## config.mk

```make
export PLATFORM = sky130hd
export DESIGN_NAME = tcp_passive_handshake_engine_unit
export DESIGN_NICKNAME = d
export VERILOG_FILES = /design/src/rtl/core/tph_pkg.sv /design/src/rtl/core/tph_datapath.sv /design/src/rtl/core/tph_ctrl.sv /design/src/rtl/core/tcp_passive_handshake_engine_unit.sv
export SDC_FILE = /design/constraint.sdc
export NUM_CORES = 1
export LEC_CHECK = 0
export BUFFER_PORTS_ARGS = -buffer_cell sky130_fd_sc_hd__buf_2
export CAP_MARGIN = 25
export CELL_PAD_IN_SITES_DETAIL_PLACEMENT = 1
export CELL_PAD_IN_SITES_GLOBAL_PLACEMENT = 2
export CORE_UTILIZATION = 45
export DETAILED_ROUTE_END_ITERATION = 12
export PLACE_DENSITY = 0.81
export SYNTH_ARGS = -nofsm -noshare
export SYNTH_HDL_FRONTEND = slang
export SYNTH_SLANG_ARGS = --single-unit
```

## constraint.sdc

```tcl
create_clock -name clk_i -period 20.3 [get_ports clk_i]
set_input_delay 2.03 -clock clk_i [delete_from_list [all_inputs] [get_ports clk_i]]
set_output_delay 2.03 -clock clk_i [all_outputs]
set_load 0.1 [all_outputs]
```

## src/rtl/core/tph_pkg.sv

```systemverilog
// Shared types and constants for the passive TCP handshake engine
package tph_pkg;
  localparam int unsigned TableEntriesDef = 8;
  localparam logic [15:0] ListenPortRst = 16'd8080;
  localparam logic ListenEnableRst = 1'b1;

  localparam logic [7:0] FlFin = 8'h01;
  localparam logic [7:0] FlSyn = 8'h02;
  localparam logic [7:0] FlRst = 8'h04;
  localparam logic [7:0] FlAck = 8'h10;

  typedef enum logic [2:0] {
    StClosed = 3'd0,
    StListen = 3'd1,
    StSynRcvd = 3'd2,
    StFinWait1 = 3'd3,
    StFinWait2 = 3'd4
  } conn_state_e;

  typedef enum logic [0:0] {
    CfgListenPort = 1'b0,
    CfgListenEnable = 1'b1
  } cfg_idx_e;

  typedef enum logic [2:0] {
    CtlIdle,
    CtlScan,
    CtlDecide,
    CtlOut
  } ctl_state_e;

  // controller -> datapath
  typedef struct packed {
    logic load;       // capture segment, start scan at entry 0
    logic scan_step;  // compare current entry, advance
    logic commit;     // apply table update and build reply
  } dp_cmd_t;

  // datapath -> controller
  typedef struct packed {
    logic scan_done;
    logic has_reply;
  } dp_sts_t;
endpackage

```

## src/rtl/core/tph_datapath.sv

```systemverilog
// Connection table, scan logic and reply register
module tph_datapath #(
  parameter int unsigned TableEntries = tph_pkg::TableEntriesDef
) (
  input  logic clk_i,
  input  logic rst_ni,
  input  tph_pkg::dp_cmd_t cmd_i,
  output tph_pkg::dp_sts_t sts_o,
  input  logic [15:0] listen_port_i,
  input  logic listen_enable_i,
  input  logic [31:0] remote_ip_i,
  input  logic [31:0] local_ip_i,
  input  logic [15:0] remote_port_i,
  input  logic [15:0] local_port_i,
  input  logic [31:0] seq_number_i,
  input  logic [31:0] ack_number_i,
  input  logic [15:0] peer_window_i,
  input  logic [7:0] flags_i,
  input  logic checksum_good_i,
  input  logic [31:0] initial_seq_i,
  output logic [31:0] reply_src_ip_o,
  output logic [31:0] reply_dst_ip_o,
  output logic [15:0] reply_src_port_o,
  output logic [15:0] reply_dst_port_o,
  output logic [31:0] reply_seq_o,
  output logic [31:0] reply_ack_o,
  output logic [7:0] reply_flags_o,
  output logic [15:0] reply_window_o,
  output logic [2:0] new_state_o
);
  import tph_pkg::*;
  localparam int unsigned IdxW = (TableEntries > 1) ? $clog2(TableEntries) : 1;
  localparam int unsigned CntW = $clog2(TableEntries + 1);

  logic [TableEntries-1:0] valid_q;
  conn_state_e st_q [TableEntries];
  logic [31:0] lip_q [TableEntries];
  logic [31:0] rip_q [TableEntries];
  logic [15:0] lport_q [TableEntries];
  logic [15:0] rport_q [TableEntries];
  logic [31:0] una_q [TableEntries];
  logic [31:0] nxt_q [TableEntries];
  logic [15:0] wnd_q [TableEntries];

  // captured segment
  logic [31:0] s_rip_q, s_lip_q, s_seq_q, s_ack_q, s_isn_q;
  logic [15:0] s_rport_q, s_lport_q, s_wnd_q;
  logic [7:0] s_fl_q;
  logic s_good_q, s_listen_q;

  logic [CntW-1:0] cnt_q;
  logic hit_q, free_q;
  logic [IdxW-1:0] hit_idx_q, free_idx_q;

  logic [IdxW-1:0] cur;
  logic cur_match;
  assign cur = cnt_q[IdxW-1:0];
  assign cur_match = valid_q[cur] && lip_q[cur] == s_lip_q && rip_q[cur] == s_rip_q
                     && lport_q[cur] == s_lport_q && rport_q[cur] == s_rport_q;

  always_ff @(posedge clk_i or negedge rst_ni) begin
    if (!rst_ni) begin
      cnt_q <= '0;
      hit_q <= 1'b0;
      free_q <= 1'b0;
      hit_idx_q <= '0;
      free_idx_q <= '0;
    end else if (cmd_i.load) begin
      cnt_q <= '0;
      hit_q <= 1'b0;
      free_q <= 1'b0;
    end else if (cmd_i.scan_step) begin
      cnt_q <= cnt_q + 1'b1;
      if (!hit_q && cur_match) begin
        hit_q <= 1'b1;
        hit_idx_q <= cur;
      end
      if (!free_q && !valid_q[cur]) begin
        free_q <= 1'b1;
        free_idx_q <= cur;
      end
    end
  end

  always_ff @(posedge clk_i) begin
    if (cmd_i.load) begin
      s_rip_q <= remote_ip_i;
      s_lip_q <= local_ip_i;
      s_rport_q <= remote_port_i;
      s_lport_q <= local_port_i;
      s_seq_q <= seq_number_i;
      s_ack_q <= ack_number_i;
      s_wnd_q <= peer_window_i;
      s_fl_q <= flags_i;
      s_good_q <= checksum_good_i;
      s_isn_q <= initial_seq_i;
      s_listen_q <= listen_enable_i && (local_port_i == listen_port_i);
    end
  end

  assign sts_o.scan_done = (cnt_q == CntW'(TableEntries - 1)) || !s_listen_q
                           || !s_good_q;

  // decision on captured segment and scan result
  logic [IdxW-1:0] e;
  logic use_ok;
  conn_state_e est;
  logic [31:0] nxt_d, una_d;
  conn_state_e st_d;
  logic upd, emit, drop_entry;
  logic [7:0] rfl;
  always_comb begin
    e = hit_q ? hit_idx_q : free_idx_q;
    use_ok = hit_q || free_q;
    est = hit_q ? st_q[e] : StListen;
    nxt_d = s_seq_q + 32'd1;
    una_d = s_ack_q;
    st_d = est;
    upd = 1'b0;
    emit = 1'b0;
    drop_entry = 1'b0;
    rfl = FlAck;
    case (est)
      StListen: if (s_fl_q == FlSyn) begin
        st_d = StSynRcvd; una_d = s_isn_q; upd = 1'b1; emit = 1'b1;
        rfl = FlSyn | FlAck;
      end
      StSynRcvd: if (s_fl_q == FlAck) begin
        st_d = StFinWait1; nxt_d = s_seq_q; upd = 1'b1; emit = 1'b1;
        rfl = FlFin | FlAck;
      end
      StFinWait1: if (s_fl_q == FlAck) st_d = StFinWait2;
      StFinWait2: if (s_fl_q == (FlFin | FlAck)) begin
        st_d = StClosed; upd = 1'b1; emit = 1'b1; rfl = FlAck;
      end
      StClosed: drop_entry = 1'b1;
      default: ;
    endcase
  end

  assign sts_o.has_reply = s_good_q && (!s_listen_q || (use_ok && emit));

  always_ff @(posedge clk_i or negedge rst_ni) begin
    if (!rst_ni) begin
      valid_q <= '0;
      for (int i = 0; i < TableEntries; i++) st_q[i] <= StClosed;
    end else if (cmd_i.commit && s_good_q && s_listen_q && use_ok) begin
      valid_q[e] <= !drop_entry;
      st_q[e] <= st_d;
    end
  end

  always_ff @(posedge clk_i) begin
    if (cmd_i.commit && s_good_q && s_listen_q && use_ok) begin
      if (!hit_q) begin
        lip_q[e] <= s_lip_q;
        rip_q[e] <= s_rip_q;
        lport_q[e] <= s_lport_q;
        rport_q[e] <= s_rport_q;
      end
      if (upd) begin
        una_q[e] <= una_d;
        nxt_q[e] <= nxt_d;
        wnd_q[e] <= s_wnd_q;
      end
    end
  end

  always_ff @(posedge clk_i) begin
    if (cmd_i.commit) begin
      if (!s_listen_q) begin
        reply_src_ip_o <= s_lip_q;
        reply_dst_ip_o <= s_rip_q;
        reply_src_port_o <= s_lport_q;
        reply_dst_port_o <= s_rport_q;
        reply_seq_o <= s_ack_q;
        reply_ack_o <= s_seq_q + 32'd1;
        reply_flags_o <= FlRst | FlAck;
        reply_window_o <= '0;
        new_state_o <= StClosed;
      end else begin
        reply_src_ip_o <= s_lip_q;
        reply_dst_ip_o <= s_rip_q;
        reply_src_port_o <= s_lport_q;
        reply_dst_port_o <= s_rport_q;
        reply_seq_o <= una_d;
        reply_ack_o <= nxt_d;
        reply_flags_o <= rfl;
        reply_window_o <= s_wnd_q;
        new_state_o <= st_d;
      end
    end
  end
endmodule

```

## src/rtl/core/tph_ctrl.sv

```systemverilog
// Sequencing state machine: capture, scan, decide, deliver
module tph_ctrl (
  input  logic clk_i,
  input  logic rst_ni,
  input  logic seg_valid_i,
  output logic seg_stall_o,
  output logic reply_valid_o,
  input  logic reply_stall_i,
  output tph_pkg::dp_cmd_t cmd_o,
  input  tph_pkg::dp_sts_t sts_i
);
  import tph_pkg::*;
  ctl_state_e state_q, state_d;

  always_ff @(posedge clk_i or negedge rst_ni) begin
    if (!rst_ni) state_q <= CtlIdle;
    else state_q <= state_d;
  end

  always_comb begin
    state_d = state_q;
    case (state_q)
      CtlIdle: if (seg_valid_i) state_d = CtlScan;
      CtlScan: if (sts_i.scan_done) state_d = CtlDecide;
      CtlDecide: state_d = sts_i.has_reply ? CtlOut : CtlIdle;
      CtlOut: if (!reply_stall_i) state_d = CtlIdle;
      default: state_d = CtlIdle;
    endcase
  end

  always_comb begin
    cmd_o = '0;
    seg_stall_o = 1'b1;
    reply_valid_o = 1'b0;
    case (state_q)
      CtlIdle: begin
        seg_stall_o = 1'b0;
        cmd_o.load = seg_valid_i;
      end
      CtlScan: cmd_o.scan_step = 1'b1;
      CtlDecide: cmd_o.commit = 1'b1;
      CtlOut: reply_valid_o = 1'b1;
      default: ;
    endcase
  end
endmodule

```

## src/rtl/core/tcp_passive_handshake_engine_unit.sv

```systemverilog
// Top level of the passive TCP handshake engine
//  channel  | direction | handshake
//  segment  | in        | seg_valid_i / seg_stall_o
//  reply    | out       | reply_valid_o / reply_stall_i
//  config   | in        | cfg_valid_i / cfg_ready_o, cfg_index_i, cfg_data_i
// A listening segment is accepted, the table is scanned serially, one entry
// per cycle, then a decide state follows. A reply adds an output state that
// holds while reply_stall_i is high. Non-listening segments end the scan at
// once and answer with RST|ACK if the checksum is good. Bad checksum segments
// end the scan at once with no reply. One segment is handled at a time.
// Reset is asynchronous and clears valid bits, states and scan registers.
module tcp_passive_handshake_engine_unit #(
  parameter int unsigned TableEntries = tph_pkg::TableEntriesDef
) (
  input  logic clk_i,
  input  logic rst_ni,
  input  logic seg_valid_i,
  output logic seg_stall_o,
  input  logic [31:0] remote_ip_i,
  input  logic [31:0] local_ip_i,
  input  logic [15:0] remote_port_i,
  input  logic [15:0] local_port_i,
  input  logic [31:0] seq_number_i,
  input  logic [31:0] ack_number_i,
  input  logic [15:0] peer_window_i,
  input  logic [7:0] flags_i,
  input  logic checksum_good_i,
  input  logic [31:0] initial_seq_i,
  output logic reply_valid_o,
  input  logic reply_stall_i,
  output logic [31:0] reply_src_ip_o,
  output logic [31:0] reply_dst_ip_o,
  output logic [15:0] reply_src_port_o,
  output logic [15:0] reply_dst_port_o,
  output logic [31:0] reply_seq_o,
  output logic [31:0] reply_ack_o,
  output logic [7:0] reply_flags_o,
  output logic [15:0] reply_window_o,
  output logic [2:0] new_state_o,
  input  logic cfg_valid_i,
  output logic cfg_ready_o,
  input  logic [0:0] cfg_index_i,
  input  logic [15:0] cfg_data_i
);
  import tph_pkg::*;

  logic [15:0] listen_port_q;
  logic listen_enable_q;
  dp_cmd_t cmd;
  dp_sts_t sts;

  // config writes always taken; only legal while idle
  assign cfg_ready_o = 1'b1;

  always_ff @(posedge clk_i or negedge rst_ni) begin
    if (!rst_ni) begin
      listen_port_q <= ListenPortRst;
      listen_enable_q <= ListenEnableRst;
    end else if (cfg_valid_i) begin
      case (cfg_index_i)
        CfgListenPort: listen_port_q <= cfg_data_i;
        CfgListenEnable: listen_enable_q <= cfg_data_i[0];
        default: ;
      endcase
    end
  end

  tph_ctrl u_ctrl (
    .clk_i, .rst_ni, .seg_valid_i, .seg_stall_o, .reply_valid_o, .reply_stall_i,
    .cmd_o(cmd), .sts_i(sts)
  );

  tph_datapath #(.TableEntries(TableEntries)) u_dp (
    .clk_i, .rst_ni, .cmd_i(cmd), .sts_o(sts),
    .listen_port_i(listen_port_q), .listen_enable_i(listen_enable_q),
    .remote_ip_i, .local_ip_i, .remote_port_i, .local_port_i, .seq_number_i,
    .ack_number_i, .peer_window_i, .flags_i, .checksum_good_i, .initial_seq_i,
    .reply_src_ip_o, .reply_dst_ip_o, .reply_src_port_o, .reply_dst_port_o,
    .reply_seq_o, .reply_ack_o, .reply_flags_o, .reply_window_o, .new_state_o
  );
endmodule

```

==> run metrics <==
outcome complete, no violations; max-slew violations 0; # fillers 9205; final global-route overflow total 0; area of the multi-input gates 9379 sq um; P_leak 0.01853 uW; gr busiest metal met2; HP Class register to register; Initial Utilization 0.4558; DP HPWL 68590 microns; Vias/cell 5.544; max_slew headroom 0.2796; Critical Path Max Stage Delay 0.90 ns; YS warnings 0; post-route antenna net violation count 0; clock skew 0.02709 ns; Reg area 36670 sq um; RSZ-0062 raised after global routing false; met1 Usage GRT 0.2862; crit start category register; I/O pin cnt 429; DRC 0; core area 102300 sq um; global-route wire length before repair 168400 microns; total track usage 0.2210; die width 324.0 microns; H-tree depth 4; met3 GRT Util 0.05363; layout cell share with drive strength beyond 1 0.3128; area delta synth->final 16.57%; CP required 20.90 ns; clock-pin slew on the worst setup and hold paths 0.06 ns; met2 usage 0.3742; Clock Tree Root clkbuf_16; clock tree buffer depth 3; largest area contributor in the netlist edfxtp_1; Syn Area/Cell 20.11 sq um; GP Congestion 0.7959; Main synth FF type edfxtp_1; Setup Buffers After CTS 0; Slowest cell on crit path dfrtp_4; critical path type register to register; Routed wire per std cell 26.65 microns; Slew @ Worst Pin 1.081 ns; pin count of the biggest net entering global routing 123; via count 23810; First DRT Iteration DRCs 1673; Mapped Area 46640 sq um; Power Density 137.8 nW/um^2; CTS tree yes; nets 3062; Pre-antenna DRT Iters 5; R2R Setup Slk 13.88 ns; Fmax achieved 155.8 MHz; Reg2Reg Depth 11; fin crit share 0.3162; die height 324.0 microns; Crit. End Element register; Min-Delay Path Depth 1; Post-Synthesis Cells 2319; buffers added on ports 422; worst vdd ir 0.1139 mV; row count 117; crit path time final 6.419 ns; Inserted Clock Buffers 130; max_cap viols 0; post_cts resized 0; top cells by area, synth edfxtp_1 75%, mux4_2 7.2%, dfrtp_1 3.0%; post-route setup TNS 0 ns; Final Hold Vio Count 0; async set-reset flop share out of synthesis 0.05118; Crit path top cell by count buf_4; commonest non-fill, non-tap cell in the layout edfxtp_1; critical path arrival 7.01 ns; number of synthesized flops with an enable pin 1168; commonest non-fill, non-tap cells in the layout 1168 x edfxtp_1, 423 x buf_2, 150 x nand2_1, 150 x mux4_2, 135 x clkbuf_16; count of final setup violators 0; total chip power 7495 uW; Die ar. 104900 sq um; Cell variety after synth 80; CTS sink cnt 1231; #FFs+latches synth 1231; CP Cell Sequence buf_4 -> buf_4 -> buf_4 -> mux4_2 -> mux2i_1 -> xor2_1 -> nand4_1 -> nor4_1 -> nand4_1 -> nor4_4 -> mux2_4; Seq/Total Area, Yosys 0.7860; area share of the largest cell type after synthesis 0.7520; Hold-fix buffers, CTS 0; worst-skew pair later-pin latency 0.73 ns; vias in the first global route 25890; initial antenna violation count 22; Critical Path Fanout Max 59; final wirelength 114500 microns
-- Yosys cell counts, drive strengths merged (28+ instances only) --
cell,n
o21ai,28
mux2i,109
nor2,52
mux4,150
edfxtp,1168
mux2,83
and2,31
nand2,155
xor2,46
buf,77
dfrtp,55
xnor2,59
-- cell type report --
cell class	instances	share of cell area
clock buffer	168	0.06459
inverter	13	0.001128
antenna	5	0.0002301
sequential	1231	0.6745
tap	1368	0.03148
multi-input combinational	983	0.1725
clock inverter	65	0.01047
timing repair buffer	462	0.04515
-- worst paths after layout --
check | end | start
max | u_dp.hit_idx_q[1] | u_dp.cnt_q[1]
min | u_dp.st_q[17] | u_dp.st_q[17]
max reg2reg | u_dp.hit_idx_q[1] | u_dp.cnt_q[1]
min reg2reg | u_dp.st_q[17] | u_dp.st_q[17]
max in group asynchronous | u_dp.cnt_q[0] | rst_ni
min in group asynchronous | u_dp.st_q[2] | rst_ni
-- where the power goes --
group | internal, uW | switching [uW] | leakage, uW | total, uW
clock network | 1320 | 968 | 0.00200 | 2280
registers | 3130 | 238 | 0.0114 | 3370
logic | 547 | 1300 | 0.00509 | 1840
-- logic make-up after synthesis --
family,share of synthesized area
compound gates,0.01974
xor+xnor,0.01972
mux,0.1164
other cells,0.0001610
fa+ha+maj,0.0005364
flops,0.7860
simple gates,0.04316
buf+inv,0.01435
-- per-layer routing --
metal / wire length (microns) / share of wire / vias to the layer above
met5: 137 / 0.0012 / -
met4: 2010 / 0.018 / 22
met3: 7975 / 0.070 / 159
met2: 57620 / 0.50 / 823
met1: 46720 / 0.41 / 12530
li1: - / - / 10280
-- critical path, delay by kind of cell, from the launching register on --
family | cells | cell delay, ns
xor gates and xnor gates | 1 | 0.19
buffers and inverters | 3 | 2.43
DFF | 1 | 0.90
muxes | 3 | 1.15
and+or+nand+nor | 4 | 1.46
-- metrics by stage --
| stage | setup slack, ns | std cells | util | hold slack, ns | cell area, sq um |
|---|---|---|---|---|---|
| after floorplan | 2.968 | 2323 | - | 0.4727 | 46660 |
| after global placement | 14.08 | 4055 | 0.4910 | 0.4869 | 50240 |
| after detailed placement | 13.84 | 4055 | 0.4910 | 0.4984 | 50250 |
| after CTS | 13.83 | 4288 | 0.5309 | 0.5103 | 54330 |
| after global routing | 13.47 | 4293 | 0.5313 | 0.5250 | 54370 |
| final | 13.88 | 4295 | 0.5314 | 0.5072 | 54370 |
-- sequential cells by signal, indices dropped and copies added (netlist names), 24 cells and up --
signal / flops
u_dp.rport_q: 128
u_dp.lip_q: 256
u_dp.s_rip_q: 32
u_dp.lport_q: 128
u_dp.reply_dst_ip_o: 32
u_dp.rip_q: 256
u_dp.s_seq_q: 32
u_dp.reply_ack_o: 32
u_dp.st_q: 24
u_dp.reply_src_ip_o: 32
u_dp.s_lip_q: 32
u_dp.reply_seq_o: 32
u_dp.s_isn_q: 32
u_dp.s_ack_q: 32
Note: power is estimated with default switching activity, not from simulation.
